<file path="config.mk">
export PLATFORM = sky130hd
export DESIGN_NAME = kth_permutation_unrank_unit_flat
export DESIGN_NICKNAME = d
export VERILOG_FILES = /design/src/hw/rtl/kpu_pkg.sv /design/src/hw/rtl/kpu_stream_if.sv /design/src/hw/rtl/kpu_rank_check.sv /design/src/hw/rtl/kpu_digit_stage.sv /design/src/hw/rtl/kpu_serializer.sv /design/src/hw/rtl/kth_permutation_unrank_unit.sv /design/src/flat_wrapper.sv
export SDC_FILE = /design/constraint.sdc
export NUM_CORES = 1
export LEC_CHECK = 0
export BUFFER_PORTS_ARGS = -buffer_cell sky130_fd_sc_hd__buf_2
export CAP_MARGIN = 30
export CELL_PAD_IN_SITES_DETAIL_PLACEMENT = 1
export CELL_PAD_IN_SITES_GLOBAL_PLACEMENT = 1
export CORE_UTILIZATION = 45
export DETAILED_ROUTE_END_ITERATION = 6
export GPL_ROUTABILITY_DRIVEN = 1
export PLACE_DENSITY_LB_ADDON = 0.1
export REMOVE_ABC_BUFFERS = 1
export SLEW_MARGIN = 0
export SYNTH_ARGS = -nofsm -noshare
export SYNTH_HDL_FRONTEND = slang
export SYNTH_SLANG_ARGS = --single-unit
export TNS_END_PERCENT = 10
</file>
<file path="constraint.sdc">
create_clock -name clock -period 10.2 [get_ports clock]
set_input_delay 2.55 -clock clock [delete_from_list [all_inputs] [get_ports clock]]
set_output_delay 2.55 -clock clock [all_outputs]
set_load 0.02 [all_outputs]
</file>
<file path="src/hw/rtl/kpu_pkg.sv">
// Shared types, widths and the factorial table of the permutation unranking unit.
// No dependencies.
`default_nettype none

package kpu_pkg;

   localparam int SIZE_W  = 4;
   localparam int RANK_W  = 19;
   localparam int DIGIT_W = 4;
   localparam int FACT_W  = 32;

   typedef struct packed {
      logic [SIZE_W-1:0] size_n;
      logic [RANK_W-1:0] rank_k;
   } req_payload_type;

   typedef struct packed {
      logic [DIGIT_W-1:0] digit;
      logic               last;
      logic               bad_rank;
   } rsp_payload_type;

   // Scalar part of a word as it moves down the digit pipeline.
   typedef struct packed {
      logic [SIZE_W-1:0] size_n;
      logic [RANK_W-1:0] rank;
      logic              bad_rank;
      logic [SIZE_W-1:0] position;
   } stage_meta_type;

   // Sizes above twelve are rejected whenever MAX_N is at most twelve, so their entry only has to be large.
   function automatic logic [FACT_W-1:0] factorial(input logic [SIZE_W-1:0] m);
      logic [FACT_W-1:0] f;
      unique case (m)
         4'd0:    f = 32'd1;
         4'd1:    f = 32'd1;
         4'd2:    f = 32'd2;
         4'd3:    f = 32'd6;
         4'd4:    f = 32'd24;
         4'd5:    f = 32'd120;
         4'd6:    f = 32'd720;
         4'd7:    f = 32'd5040;
         4'd8:    f = 32'd40320;
         4'd9:    f = 32'd362880;
         4'd10:   f = 32'd3628800;
         4'd11:   f = 32'd39916800;
         4'd12:   f = 32'd479001600;
         default: f = 32'hFFFF_FFFF;
      endcase
      return f;
   endfunction

endpackage

`default_nettype wire

</file>
<file path="src/hw/rtl/kpu_stream_if.sv">
// Valid/ready stream channel carrying one payload word per handshake.
// Payload type is supplied by the instantiating module.
`default_nettype none

interface kpu_stream_if #(
   parameter type payload_type = logic
);
   logic        valid;
   logic        ready;
   payload_type payload;

   modport source (output valid, output payload, input ready);
   modport sink (input valid, input payload, output ready);
endinterface

`default_nettype wire

</file>
<file path="src/hw/rtl/kpu_rank_check.sv">
// Input stage: validates size and rank and forms the zero-based rank.
// Depends on kpu_pkg.
`default_nettype none

module kpu_rank_check #(
   parameter int MAX_N = 9
) (
   input  wire logic                     clock,
   input  wire logic                     reset,
   input  wire logic                     in_valid,
   output logic                          in_ready,
   input  wire kpu_pkg::req_payload_type in_word,
   output logic                          out_valid,
   input  wire logic                     out_ready,
   output kpu_pkg::stage_meta_type       out_meta
);

   logic                         valid_ff;
   kpu_pkg::stage_meta_type      meta_ff;
   kpu_pkg::stage_meta_type      meta_in;
   logic [kpu_pkg::FACT_W-1:0]   size_fact;
   logic                         bad;

   always_comb begin
      size_fact = kpu_pkg::factorial(in_word.size_n);
      bad = (in_word.size_n == '0)
         || (in_word.size_n > kpu_pkg::SIZE_W'(MAX_N))
         || (in_word.rank_k == '0)
         || (kpu_pkg::FACT_W'(in_word.rank_k) > size_fact);
      meta_in.size_n   = in_word.size_n;
      meta_in.rank     = in_word.rank_k - kpu_pkg::RANK_W'(1);
      meta_in.bad_rank = bad;
      meta_in.position = '0;
   end

   assign in_ready  = !valid_ff || out_ready;
   assign out_valid = valid_ff;
   assign out_meta  = meta_ff;

   always_ff @(posedge clock) begin
      if (reset) begin
         valid_ff <= 1'b0;
      end else if (in_ready) begin
         valid_ff <= in_valid;
      end
   end

   always_ff @(posedge clock) begin
      if (in_valid && in_ready) begin
         meta_ff <= meta_in;
      end
   end

endmodule

`default_nettype wire

</file>
<file path="src/hw/rtl/kpu_digit_stage.sv">
// One pipeline stage of the unranking: extracts the factorial-base digit of
// order ORDER from the rank and removes the chosen entry from the unused list.
// Depends on kpu_pkg.
`default_nettype none

module kpu_digit_stage #(
   parameter int MAX_N = 9,
   parameter int ORDER = 0
) (
   input  wire logic                                     clock,
   input  wire logic                                     reset,
   input  wire logic                                     in_valid,
   output logic                                          in_ready,
   input  wire kpu_pkg::stage_meta_type                  in_meta,
   input  wire logic [MAX_N-1:0][kpu_pkg::DIGIT_W-1:0]   in_list,
   input  wire logic [MAX_N-1:0][kpu_pkg::DIGIT_W-1:0]   in_digits,
   output logic                                          out_valid,
   input  wire logic                                     out_ready,
   output kpu_pkg::stage_meta_type                       out_meta,
   output logic [MAX_N-1:0][kpu_pkg::DIGIT_W-1:0]        out_list,
   output logic [MAX_N-1:0][kpu_pkg::DIGIT_W-1:0]        out_digits
);

   localparam logic [kpu_pkg::FACT_W-1:0] ORDER_FACT =
      kpu_pkg::factorial(kpu_pkg::SIZE_W'(ORDER));

   logic                                      valid_ff;
   kpu_pkg::stage_meta_type                   meta_ff;
   kpu_pkg::stage_meta_type                   meta_in;
   logic [MAX_N-1:0][kpu_pkg::DIGIT_W-1:0]    list_ff;
   logic [MAX_N-1:0][kpu_pkg::DIGIT_W-1:0]    list_in;
   logic [MAX_N-1:0][kpu_pkg::DIGIT_W-1:0]    digits_ff;
   logic [MAX_N-1:0][kpu_pkg::DIGIT_W-1:0]    digits_in;
   logic                                      active;
   logic [kpu_pkg::SIZE_W-1:0]                quot;
   logic [kpu_pkg::RANK_W-1:0]                drop;
   logic [kpu_pkg::DIGIT_W-1:0]               pick;

   always_comb begin
      // Only the last size_n stages place a digit; earlier ones pass the word on.
      active = !in_meta.bad_rank && (kpu_pkg::SIZE_W'(ORDER) < in_meta.size_n);

      // The rank is below (ORDER+1)!, so the quotient is the largest multiple
      // of ORDER! that still fits; all multiples are compared at once.
      quot = '0;
      drop = '0;
      for (int m = 1; m <= ORDER; m++) begin
         if (kpu_pkg::FACT_W'(in_meta.rank) >= kpu_pkg::FACT_W'(m) * ORDER_FACT) begin
            quot = kpu_pkg::SIZE_W'(m);
            drop = kpu_pkg::RANK_W'(kpu_pkg::FACT_W'(m) * ORDER_FACT);
         end
      end

      pick = '0;
      for (int e = 0; e < MAX_N; e++) begin
         if (quot == kpu_pkg::SIZE_W'(e)) begin
            pick = in_list[e];
         end
      end

      list_in = in_list;
      for (int e = 0; e < MAX_N - 1; e++) begin
         if (active && (kpu_pkg::SIZE_W'(e) >= quot)) begin
            list_in[e] = in_list[e + 1];
         end
      end

      digits_in = in_digits;
      for (int e = 0; e < MAX_N; e++) begin
         if (active && (in_meta.position == kpu_pkg::SIZE_W'(e))) begin
            digits_in[e] = pick;
         end
      end

      meta_in = in_meta;
      if (active) begin
         meta_in.rank     = in_meta.rank - drop;
         meta_in.position = in_meta.position + kpu_pkg::SIZE_W'(1);
      end
   end

   assign in_ready   = !valid_ff || out_ready;
   assign out_valid  = valid_ff;
   assign out_meta   = meta_ff;
   assign out_list   = list_ff;
   assign out_digits = digits_ff;

   always_ff @(posedge clock) begin
      if (reset) begin
         valid_ff <= 1'b0;
      end else if (in_ready) begin
         valid_ff <= in_valid;
      end
   end

   always_ff @(posedge clock) begin
      if (in_valid && in_ready) begin
         meta_ff   <= meta_in;
         list_ff   <= list_in;
         digits_ff <= digits_in;
      end
   end

endmodule

`default_nettype wire

</file>
<file path="src/hw/rtl/kpu_serializer.sv">
// Output stage: holds one finished permutation and sends it one digit per word.
// Depends on kpu_pkg.
`default_nettype none

module kpu_serializer #(
   parameter int MAX_N = 9
) (
   input  wire logic                                     clock,
   input  wire logic                                     reset,
   input  wire logic                                     in_valid,
   output logic                                          in_ready,
   input  wire kpu_pkg::stage_meta_type                  in_meta,
   input  wire logic [MAX_N-1:0][kpu_pkg::DIGIT_W-1:0]   in_digits,
   output logic                                          out_valid,
   input  wire logic                                     out_ready,
   output kpu_pkg::rsp_payload_type                      out_word
);

   logic                                      out_valid_ff;
   kpu_pkg::rsp_payload_type                  out_word_ff;
   logic [MAX_N-1:0][kpu_pkg::DIGIT_W-1:0]    digits_ff;
   logic [kpu_pkg::SIZE_W-1:0]                size_ff;
   logic [kpu_pkg::SIZE_W-1:0]                next_ff;
   kpu_pkg::rsp_payload_type                  first_word;
   kpu_pkg::rsp_payload_type                  next_word;
   logic                                      finishing;
   logic                                      advance;
   logic                                      load;

   always_comb begin
      if (in_meta.bad_rank) begin
         first_word.digit    = '0;
         first_word.last     = 1'b1;
         first_word.bad_rank = 1'b1;
      end else begin
         first_word.digit    = in_digits[0];
         first_word.last     = (in_meta.size_n == kpu_pkg::SIZE_W'(1));
         first_word.bad_rank = 1'b0;
      end

      next_word.digit = '0;
      for (int e = 0; e < MAX_N; e++) begin
         if (next_ff == kpu_pkg::SIZE_W'(e)) begin
            next_word.digit = digits_ff[e];
         end
      end
      next_word.last     = (next_ff + kpu_pkg::SIZE_W'(1) == size_ff);
      next_word.bad_rank = 1'b0;
   end

   // A new permutation may be taken in the cycle its predecessor's last word leaves.
   assign finishing = out_valid_ff && out_ready && out_word_ff.last;
   assign advance   = out_valid_ff && out_ready && !out_word_ff.last;
   assign in_ready  = !out_valid_ff || finishing;
   assign load      = in_valid && in_ready;
   assign out_valid = out_valid_ff;
   assign out_word  = out_word_ff;

   always_ff @(posedge clock) begin
      if (reset) begin
         out_valid_ff <= 1'b0;
      end else if (load) begin
         out_valid_ff <= 1'b1;
      end else if (finishing) begin
         out_valid_ff <= 1'b0;
      end
   end

   always_ff @(posedge clock) begin
      if (load) begin
         digits_ff   <= in_digits;
         size_ff     <= in_meta.size_n;
         next_ff     <= kpu_pkg::SIZE_W'(1);
         out_word_ff <= first_word;
      end else if (advance) begin
         next_ff     <= next_ff + kpu_pkg::SIZE_W'(1);
         out_word_ff <= next_word;
      end
   end

endmodule

`default_nettype wire

</file>
<file path="src/hw/rtl/kth_permutation_unrank_unit.sv">
// Path: an accepted request word is registered in the rank check, in each digit stage and
// in the serializer before its first result word is offered. Throughput: the digit pipeline
// takes one request per cycle while it is not stalled; the result port sends one word per
// cycle while ready is high, one word per digit (a lone word for a flagged request).
// Reset: synchronous, active high; it clears every stage valid bit, nothing else.
// Depends on kpu_pkg, kpu_stream_if, kpu_rank_check, kpu_digit_stage, kpu_serializer.
`default_nettype none

module kth_permutation_unrank_unit #(
   parameter int MAX_N = 9
) (
   input wire logic    clock,
   input wire logic    reset,
   kpu_stream_if.sink   req_chan,
   kpu_stream_if.source rsp_chan
);

   logic                                      stage_valid  [MAX_N+1];
   logic                                      stage_ready  [MAX_N+1];
   kpu_pkg::stage_meta_type                   stage_meta   [MAX_N+1];
   logic [MAX_N-1:0][kpu_pkg::DIGIT_W-1:0]    stage_list   [MAX_N+1];
   logic [MAX_N-1:0][kpu_pkg::DIGIT_W-1:0]    stage_digits [MAX_N+1];

   // The unused list starts as 1..MAX_N; entries past size_n are never picked.
   always_comb begin
      for (int e = 0; e < MAX_N; e++) begin
         stage_list[0][e] = kpu_pkg::DIGIT_W'(e + 1);
      end
      stage_digits[0] = '0;
   end

   kpu_rank_check #(.MAX_N(MAX_N)) u_check (
      .clock     (clock),
      .reset     (reset),
      .in_valid  (req_chan.valid),
      .in_ready  (req_chan.ready),
      .in_word   (req_chan.payload),
      .out_valid (stage_valid[0]),
      .out_ready (stage_ready[0]),
      .out_meta  (stage_meta[0])
   );

   // Stage t extracts the digit of order MAX_N-1-t, highest order first.
   for (genvar t = 0; t < MAX_N; t++) begin : g_stage
      kpu_digit_stage #(.MAX_N(MAX_N), .ORDER(MAX_N - 1 - t)) u_stage (
         .clock      (clock),
         .reset      (reset),
         .in_valid   (stage_valid[t]),
         .in_ready   (stage_ready[t]),
         .in_meta    (stage_meta[t]),
         .in_list    (stage_list[t]),
         .in_digits  (stage_digits[t]),
         .out_valid  (stage_valid[t+1]),
         .out_ready  (stage_ready[t+1]),
         .out_meta   (stage_meta[t+1]),
         .out_list   (stage_list[t+1]),
         .out_digits (stage_digits[t+1])
      );
   end

   kpu_serializer #(.MAX_N(MAX_N)) u_serializer (
      .clock     (clock),
      .reset     (reset),
      .in_valid  (stage_valid[MAX_N]),
      .in_ready  (stage_ready[MAX_N]),
      .in_meta   (stage_meta[MAX_N]),
      .in_digits (stage_digits[MAX_N]),
      .out_valid (rsp_chan.valid),
      .out_ready (rsp_chan.ready),
      .out_word  (rsp_chan.payload)
   );

endmodule

`default_nettype wire

</file>
<file path="src/flat_wrapper.sv">
// flat-port wrapper written by rule: the top's interface ports become plain ports
module kth_permutation_unrank_unit_flat 
#(
   parameter int MAX_N = 9
)
  (clock, reset, req_chan_valid, req_chan_payload, req_chan_ready, rsp_chan_valid, rsp_chan_payload, rsp_chan_ready);
  kpu_stream_if #(.payload_type(kpu_pkg::req_payload_type)) req_chan_i ();
  kpu_stream_if #(.payload_type(kpu_pkg::rsp_payload_type)) rsp_chan_i ();
  input wire logic clock;
  input wire logic reset;
  input wire logic [$bits(req_chan_i.valid)-1:0] req_chan_valid;
  input wire logic [$bits(req_chan_i.payload)-1:0] req_chan_payload;
  output wire logic [$bits(req_chan_i.ready)-1:0] req_chan_ready;
  output wire logic [$bits(rsp_chan_i.valid)-1:0] rsp_chan_valid;
  output wire logic [$bits(rsp_chan_i.payload)-1:0] rsp_chan_payload;
  input wire logic [$bits(rsp_chan_i.ready)-1:0] rsp_chan_ready;
  assign req_chan_i.valid = req_chan_valid;
  assign req_chan_i.payload = req_chan_payload;
  assign req_chan_ready = req_chan_i.ready;
  assign rsp_chan_valid = rsp_chan_i.valid;
  assign rsp_chan_payload = rsp_chan_i.payload;
  assign rsp_chan_i.ready = rsp_chan_ready;
  kth_permutation_unrank_unit #(.MAX_N(MAX_N)) u_core (.clock(clock), .reset(reset), .req_chan(req_chan_i), .rsp_chan(rsp_chan_i));
endmodule
</file>
==> Yosys cells after proc, flatten, opt, wreduce, memory -nomap -nowiden <==
Memories as Yosys holds them, arrays and structs flattened.
Index checks and enable logic that the tools add are counted.
Widths: inputs -> output; s select.
{ "totals": {"reg_bits": 815, "romBits": 512, "inputBits": 27, "output_inout_bits": 8, "elab_cells": 948, "n_memories": 1} }
{ "memory_table": {"columns": ["name", "words", "width", "read_ports", "rd_ports_with_merged_regs", "write_ports", "line", "source"], "rows": [
  ["(no name shown)", 16, 32, 1, 0, 0, "kpu_pkg.sv:34", "unique case (m)"]
]} }
{ "classes": {"addsub": 16, "n_lt_le_gt_ge": 104, "n_eq_ne": 138, "muxes": 287, "n_bitwise": 1, "reduce_logical": 209} }
{ "op_table": {"columns": ["op", "n"], "rows": [
  ["$mux 4", 223],
  ["$mux 19", 35],
  ["$eq 4x3->1 const B", 68],
  ["$logic_and 1x1->1", 152],
  ["$eq 4x2->1 const B", 34],
  ["$sub 19x19->19", 7],
  ["$ge 3x4->1 const A", 28],
  ["$eq 4x1->1 const B", 18],
  ["$logic_not 4->1", 18],
  ["$eq 4x4->1 const B", 17],
  ["$ge 1x4->1 const A", 15],
  ["$ge 19x12->1 const B", 3],
  ["$ge 19x15->1 const B", 3],
  ["$ge 19x18->1 const B", 3],
  ["$ge 19x7->1 const B", 3],
  ["$ge 2x4->1 const A", 14],
  ["$ge 19x10->1 const B", 2],
  ["$ge 19x13->1 const B", 2],
  ["$ge 19x14->1 const B", 2],
  ["$ge 19x16->1 const B", 2],
  ["$ge 19x17->1 const B", 2],
  ["$ge 19x19->1 const B", 2],
  ["$ge 19x3->1 const B", 2],
  ["$ge 19x5->1 const B", 2],
  ["other kinds (31)", 98]
]} }

==> Longest topological paths before layout <==
{ "logic_depth": {"depth_word": 19, "depth_mapped": 20, "ltp_nobuf": 19} }

==> Hierarchy <==
Synthesis repeated with hierarchy kept, for this count alone.
{ "unflattened": {"cells_unflattened": 3807, "hier_area_um2": 49078.3} }
{ "modules_own_cells": {"columns": ["mod", "instances", "cells_per_inst", "area_per_inst_um2", "seq_area_each_um2"], "rows": [
  ["kpu_digit_stage at u_core.g_stage[1].u_stage", 1, 585, 6183.4, 3022.9],
  ["kpu_digit_stage at u_core.g_stage[0].u_stage", 1, 482, 5690.5, 3022.9],
  ["kpu_digit_stage at u_core.g_stage[2].u_stage", 1, 424, 5119.9, 3022.9],
  ["kpu_digit_stage at u_core.g_stage[3].u_stage", 1, 378, 4957.3, 3022.9],
  ["kpu_digit_stage at u_core.g_stage[4].u_stage", 1, 329, 4911.0, 3022.9],
  ["kpu_digit_stage at u_core.g_stage[5].u_stage", 1, 352, 4768.3, 3022.9],
  ["kpu_digit_stage at u_core.g_stage[6].u_stage", 1, 374, 4658.2, 3022.9],
  ["kpu_digit_stage at u_core.g_stage[7].u_stage", 1, 323, 4559.4, 3022.9],
  ["kpu_digit_stage at u_core.g_stage[8].u_stage", 1, 211, 4145.2, 3022.9],
  ["kpu_serializer", 1, 172, 2254.7, 1481.4],
  ["kpu_rank_check", 1, 175, 1823.0, 740.7],
  ["kth_permutation_unrank_unit", 1, 2, 7.5, 0.0]
]} }

==> Worst setup path before layout <==
No wires, ideal clock.
{ "synth_timing": {"kind": "in2reg", "startpoint": "input rsp_chan_ready", "endpoint": "register u_core.g_stage[3].u_stage.digits_ff (netlist bit u_core.g_stage[3].u_stage.out_digits[0]) (enable)", "setup_ns": 0.630, "arrival_ns": 8.770, "required_time_ns": 9.570, "path_slack_ns": 0.800, "stages": 6, "path_buffers": 1, "cell_sequence": "a21boi_1 nand3_1 nor2_1 and3_1 clkbuf_1 a21boi_0"} }
{ "synth_via": {"elab_chain_len": 10} }
{ "synth_rtl": {"columns": ["item", "line", "source"], "rows": [
  ["start: declaration", "flat_wrapper.sv:16", "input wire logic [$bits(rsp_chan_i.ready)-1:0] rsp_chan_ready;"],
  ["$logic_and 1x1->1 (2 in series)", "kpu_serializer.sv:52", "assign finishing = out_valid_ff && out_ready && out_word_ff.last;"],
  ["$logic_or 1x1->1", "kpu_serializer.sv:54", "assign in_ready = !out_valid_ff || finishing;"],
  ["$logic_or 1x1->1 (6 in series)", "kpu_digit_stage.sv:82", "assign in_ready = !valid_ff || out_ready;"],
  ["$logic_and 1x1->1", "kpu_digit_stage.sv:97", "if (in_valid && in_ready) begin"],
  ["end signal: assignment", "kpu_digit_stage.sv:100", "digits_ff <= digits_in;"],
  ["end: declaration", "kpu_digit_stage.sv:32", "logic [MAX_N-1:0][kpu_pkg::DIGIT_W-1:0] digits_ff;"]
]} }
Every way passes these cells.
A chain may end at the register's enable or synchronous reset.

==> Final worst setup path <==
{ "layout_timing": {"startpoint": "input rsp_chan_ready", "endpoint": "output req_chan_ready"} }
{ "layout_via": {"elab_chain_len": 13} }
{ "layout_rtl": {"columns": ["item", "line", "source"], "rows": [
  ["$logic_and 1x1->1 (2 in series)", "kpu_serializer.sv:52", null],
  ["$logic_or 1x1->1", "kpu_serializer.sv:54", null],
  ["$logic_or 1x1->1 (9 in series)", "kpu_digit_stage.sv:82", null],
  ["$logic_or 1x1->1", "kpu_rank_check.sv:36", "assign in_ready = !valid_ff || out_ready;"],
  ["end: declaration", "flat_wrapper.sv:13", "output wire logic [$bits(req_chan_i.ready)-1:0] req_chan_ready;"]
]} }
Every way passes these cells.

==> Flow_metrics.wiki <==
{| class="wikitable"
! Metric !! Value
|-
| Inserted Diodes || 0
|-
| Top-Level Pins || 35
|-
| Worst relative slew slack || 0.286
|-
| Share of the synthesized area in compound gates (AO/OA/AOI/OAI) || 0.0965
|-
| Unrepaired setup endpoints after global routing || false
|-
| Final global-route overflow total || 0
|-
| Hold buffer count at CTS || 0
|-
| Via count || about 19000
|-
| Dominant delay contributor by cell family on the critical path || simple AND/OR/NAND/NOR gates
|-
| Synthesized area per cell || around 12 um^2
|-
| Setup TNS Final || 0 ps
|-
| Number of nets in the finished design || roughly 2700
|-
| Drt first pass iters || 6
|-
| CP Buf/Inv Count || 2
|-
| Synth Flop Type || sky130_fd_sc_hd__edfxtp_1
|-
| Antenna Nets Post-Route || 0
|-
| Post-Synth XOR/XNOR Area || 0.0343
|-
| Worst ir drop on vdd || roughly 0.13 mV
|-
| Residual DRC count || 0
|-
| Run status || finished clean
|-
| Buffer levels on the longest clock path || 3
|-
| Final number of max-transition violations || 0
|-
| Port bufs || 34
|-
| Initial antenna violation count || 0
|-
| Path category of the worst min-delay check || flop to flop
|-
| Proportion of layout cells with a drive suffix above 1 || 0.141
|-
| Multiplexer fraction of the synthesized cell area || 0.0643
|-
| Count of endpoints failing hold in the final timing report || 0
|-
| Sw frac || 0.211
|-
| Area enclosed by the die boundary || around 69000 um^2
|-
| Main combinational cell family by area after synthesis || simple AND/OR/NAND/NOR gates
|-
| Net switching power || ~1.2 mW
|-
| Static Leak || ~12 nW
|-
| Number of unique standard cell types used by synthesis || 78
|-
| Number of inserted filler cells in the final layout || between 6000 and 7000
|-
| Logic gate share of total power || 0.044
|-
| Total internal power || roughly 4.4 mW
|-
| Yosys reg bits || ~630
|-
| CP Cell Sequence || buf_2 -> a21boi_1 -> nand3_1 -> nor2_1 -> and3_1 -> nand3_1 -> nor2_1 -> nand3_1 -> buf_2
|-
| Highest-delay cell along the critical path || sky130_fd_sc_hd__a21boi_1
|-
| Number of flops mapped to enable cells by yosys || around 620
|-
| Starting Density || 0.455
|-
| Maximum number of pins on one net before global-route repair || slightly below 80
|-
| Area of the placeable core || 67300 um^2
|-
| Clock edge transition at the registers on the reported setup and hold paths || roughly 50 ps
|-
| Count of warnings emitted by yosys || 0
|-
| Least-Margin Pin Slew || between 1000 and 1500 ps
|-
| Startpoint of the most critical register-to-register path || u_core.g_stage[0].u_stage.out_meta[10]$_DFFE_PP_
|-
| Post-CTS Resized || 0
|-
| Min Clock Period, post-route || ~8300 ps
|-
| CTS H-tree depth || 3
|-
| Site Rows || 95
|-
| Via-per-instance ratio || about 5.5
|-
| Final WL || slightly above 70 mm
|-
| Sequential fraction of design power || 0.514
|-
| Wire per inst || 20.4 um
|-
| Estimated wirelength of the detail-placed design || 54.7 mm
|-
| Startpoint of the most critical setup path || rsp_chan_ready
|-
| Number of setup violations in the final report || 0
|-
| GP Congestion || 0.887
|-
| Start-to-end type of the worst setup path || input pin to primary output
|-
| TritonCTS Buffers || ~70
|-
| Clock Tree Root || sky130_fd_sc_hd__clkbuf_16
|-
| Die X || about 260 um
|-
| Sequential cell area fraction in the yosys report || 0.613
|-
| Post-Synth Simple-Gate Area || 0.124
|-
| Total number of clock tree sinks || around 630
|-
| Synth Instances || roughly 2500
|-
| Fraction of registers with async set/reset || 0
|-
| Clock Power Share || 0.442
|-
| Fraction of the cycle the final worst path needs || 0.811
|-
| Top cell by count, worst path || sky130_fd_sc_hd__nand3_1
|-
| Delay of the slowest cell on the worst path || 650 ps
|-
| Crit path max fanout || 6
|-
| Endpoint required time on the critical path || 7650 ps
|-
| Max Clock Freq || roughly 120 MHz
|-
| TritonCTS clock tree || done
|-
| Global-route wire length before repair || approximately 110 mm
|-
| Floorplan die height || ~260 um
|-
| Setup repair bufs after CTS || 0
|-
| Power per cell area || roughly 160 nW/um^2
|-
| Area added between synthesis and finish || 11.8%
|-
| Clock tree skew after final layout || 20.8 ps
|-
| Count of routing violations after the opening detailed-route iteration || 857
|-
| Clk Latency, worst-skew pair || 610 ps
|-
| Overall Global Routing Usage || 0.206
|-
| Final core area utilization || 0.509
|-
| Arr. time, crit path || 5720 ps
|-
| Nature of the critical path startpoint || input pin
|-
| Synthesized cell area || 30600 um^2
|-
| Via count of the first global-routing pass || ~21000
|-
| Share of synthesized cell area in full adder, half adder and majority cells || 0.0474
|-
| Crit end category || primary output
|-
| Hold path start || u_core.g_stage[8].u_stage.out_digits[11]$_DFFE_PP_
|-
| Max-cap violations || 0
|}
[synth_stat cells, types with 23 or more instances]
cell type                  instances  area [um^2]
sky130_fd_sc_hd__edfxtp_1        616        18500
sky130_fd_sc_hd__nand2_1         290         1090
sky130_fd_sc_hd__nor2_1          195          732
sky130_fd_sc_hd__o21ai_0         175          876
sky130_fd_sc_hd__mux2_2          167         1880
sky130_fd_sc_hd__a21oi_1         111          556
sky130_fd_sc_hd__ha_1            105         1310
sky130_fd_sc_hd__inv_1            90          338
sky130_fd_sc_hd__xnor2_1          71          622
sky130_fd_sc_hd__clkbuf_1         58          218
sky130_fd_sc_hd__nand3_1          51          255
sky130_fd_sc_hd__xor2_1           49          429
sky130_fd_sc_hd__nor3_1           47          235
sky130_fd_sc_hd__nor2b_1          31          194
sky130_fd_sc_hd__nor4_1           27          169
sky130_fd_sc_hd__and2_1           23          144
sky130_fd_sc_hd__and3_1           23          144
[flip-flops by register name, indices dropped and copies added (netlist names)]
signal and cells:
u_core.u_serializer.out_valid 1, u_core.g_stage.u_stage.out_digits 240, u_core.g_stage.u_stage.out_list 102, u_core.u_serializer.out_word 6
u_core.g_stage.u_stage.out_meta 204, u_core.u_serializer.digits_ff 36, u_core.u_check.out_valid 1, u_core.u_serializer.size_ff 4
u_core.u_check.out_meta 24, u_core.g_stage.u_stage.out_valid 9, u_core.u_serializer.next_ff 4
[cell families (layout without fill, tap and decap cells)]
kind of cell / Yosys count / count (layout)
compound gates: 480 / 480
xor+xnor: 120 / 120
buf+inv: 158 / 280
fa+ha+maj: 112 / 112
simple gates: 805 / 805
flops: 631 / 631
mux: 176 / 176
[power by group through the flow]
stage / sequential (mW) / combinational (mW) / clock (mW)
after floorplan: 2.93 / 0.165 / 0
after detailed placement: 2.94 / 0.248 / 0
final: 2.89 / 0.246 / 2.48
after CTS: 2.89 / 0.250 / 2.56
after global routing: 2.89 / 0.275 / 2.63
after global placement: 2.94 / 0.236 / 0
[worst register-to-register path, delay by kind of cell, from the launching register on]
family	cells	cell delay (ps)
adder cells (fa/ha/maj)	2	620
buffers and inverters	2	240
AO/OA/AOI/OAI	9	2260
flip-flops	1	550
XOR/XNOR	1	360
AND/OR/NAND/NOR	3	1050
[cell type report]
class | instances | area [um^2] | area share
flip-flops and latches | 631 | 18800 | 0.549
multi-input cells | 1693 | 11400 | 0.332
clock inverters | 35 | 397 | 0.0116
inverters | 94 | 353 | 0.0103
repair buffers | 62 | 388 | 0.0113
clock buffers | 89 | 1870 | 0.0544
well taps | 873 | 1090 | 0.0319
[metal layers]
layer  track usage  wire, um  part of all wire
met5             0         0                 0
met1         0.210     26500              0.37
met3        0.0236      1600             0.023
met2         0.412     40000              0.56
met4        0.0999      2950             0.042
[stage by stage]
stage,instance area [um^2],power [mW],hold slack (ps),instances,setup slack [ps]
detailed placement,32000,3.19,406,3353,1930
global placement,32000,3.17,401,3347,2040
CTS,34300,5.69,406,3477,1890
global route,34300,5.80,408,3477,1540
finish,34300,5.61,407,3477,1930
floorplan,30400,3.09,400,2418,876
[cell usage in the layout, fill, tap and decap left out, types with 13 or more instances in the layout]
cell type                   instances
sky130_fd_sc_hd__a21o_1            20
sky130_fd_sc_hd__a21oi_1          111
sky130_fd_sc_hd__a31oi_1           17
sky130_fd_sc_hd__and2_1            23
sky130_fd_sc_hd__and3_1            23
sky130_fd_sc_hd__buf_2             36
sky130_fd_sc_hd__buf_4             25
sky130_fd_sc_hd__clkbuf_1          17
sky130_fd_sc_hd__clkbuf_16         72
sky130_fd_sc_hd__clkinv_1          16
sky130_fd_sc_hd__dfxtp_1           15
sky130_fd_sc_hd__edfxtp_1         616
sky130_fd_sc_hd__ha_1             105
sky130_fd_sc_hd__inv_1             90
sky130_fd_sc_hd__mux2_2           167
sky130_fd_sc_hd__nand2_1          290
sky130_fd_sc_hd__nand2b_1          21
sky130_fd_sc_hd__nand3_1           51
sky130_fd_sc_hd__nand4_1           15
sky130_fd_sc_hd__nor2_1           195
sky130_fd_sc_hd__nor2b_1           27
sky130_fd_sc_hd__nor3_1            47
sky130_fd_sc_hd__nor4_1            27
sky130_fd_sc_hd__o21ai_0          175
sky130_fd_sc_hd__o21ai_1           19
sky130_fd_sc_hd__o31ai_1           19
sky130_fd_sc_hd__or2_2             13
sky130_fd_sc_hd__or3_1             14
sky130_fd_sc_hd__or4_1             14
sky130_fd_sc_hd__xnor2_1           71
sky130_fd_sc_hd__xor2_1            49
[worst paths after layout]
kind	endpoint	slack, ps	depth (start not counted)
worst min-delay path	u_core.u_serializer.digits_ff[11]$_DFFE_PP_	410	0
worst max register to register	u_core.g_stage[1].u_stage.out_meta[23]$_DFFE_PP_	4900	17
worst max-delay path	req_chan_ready	1930	9
worst min register to register	u_core.u_serializer.digits_ff[11]$_DFFE_PP_	410	0
Power figures use the tool's default switching activity.
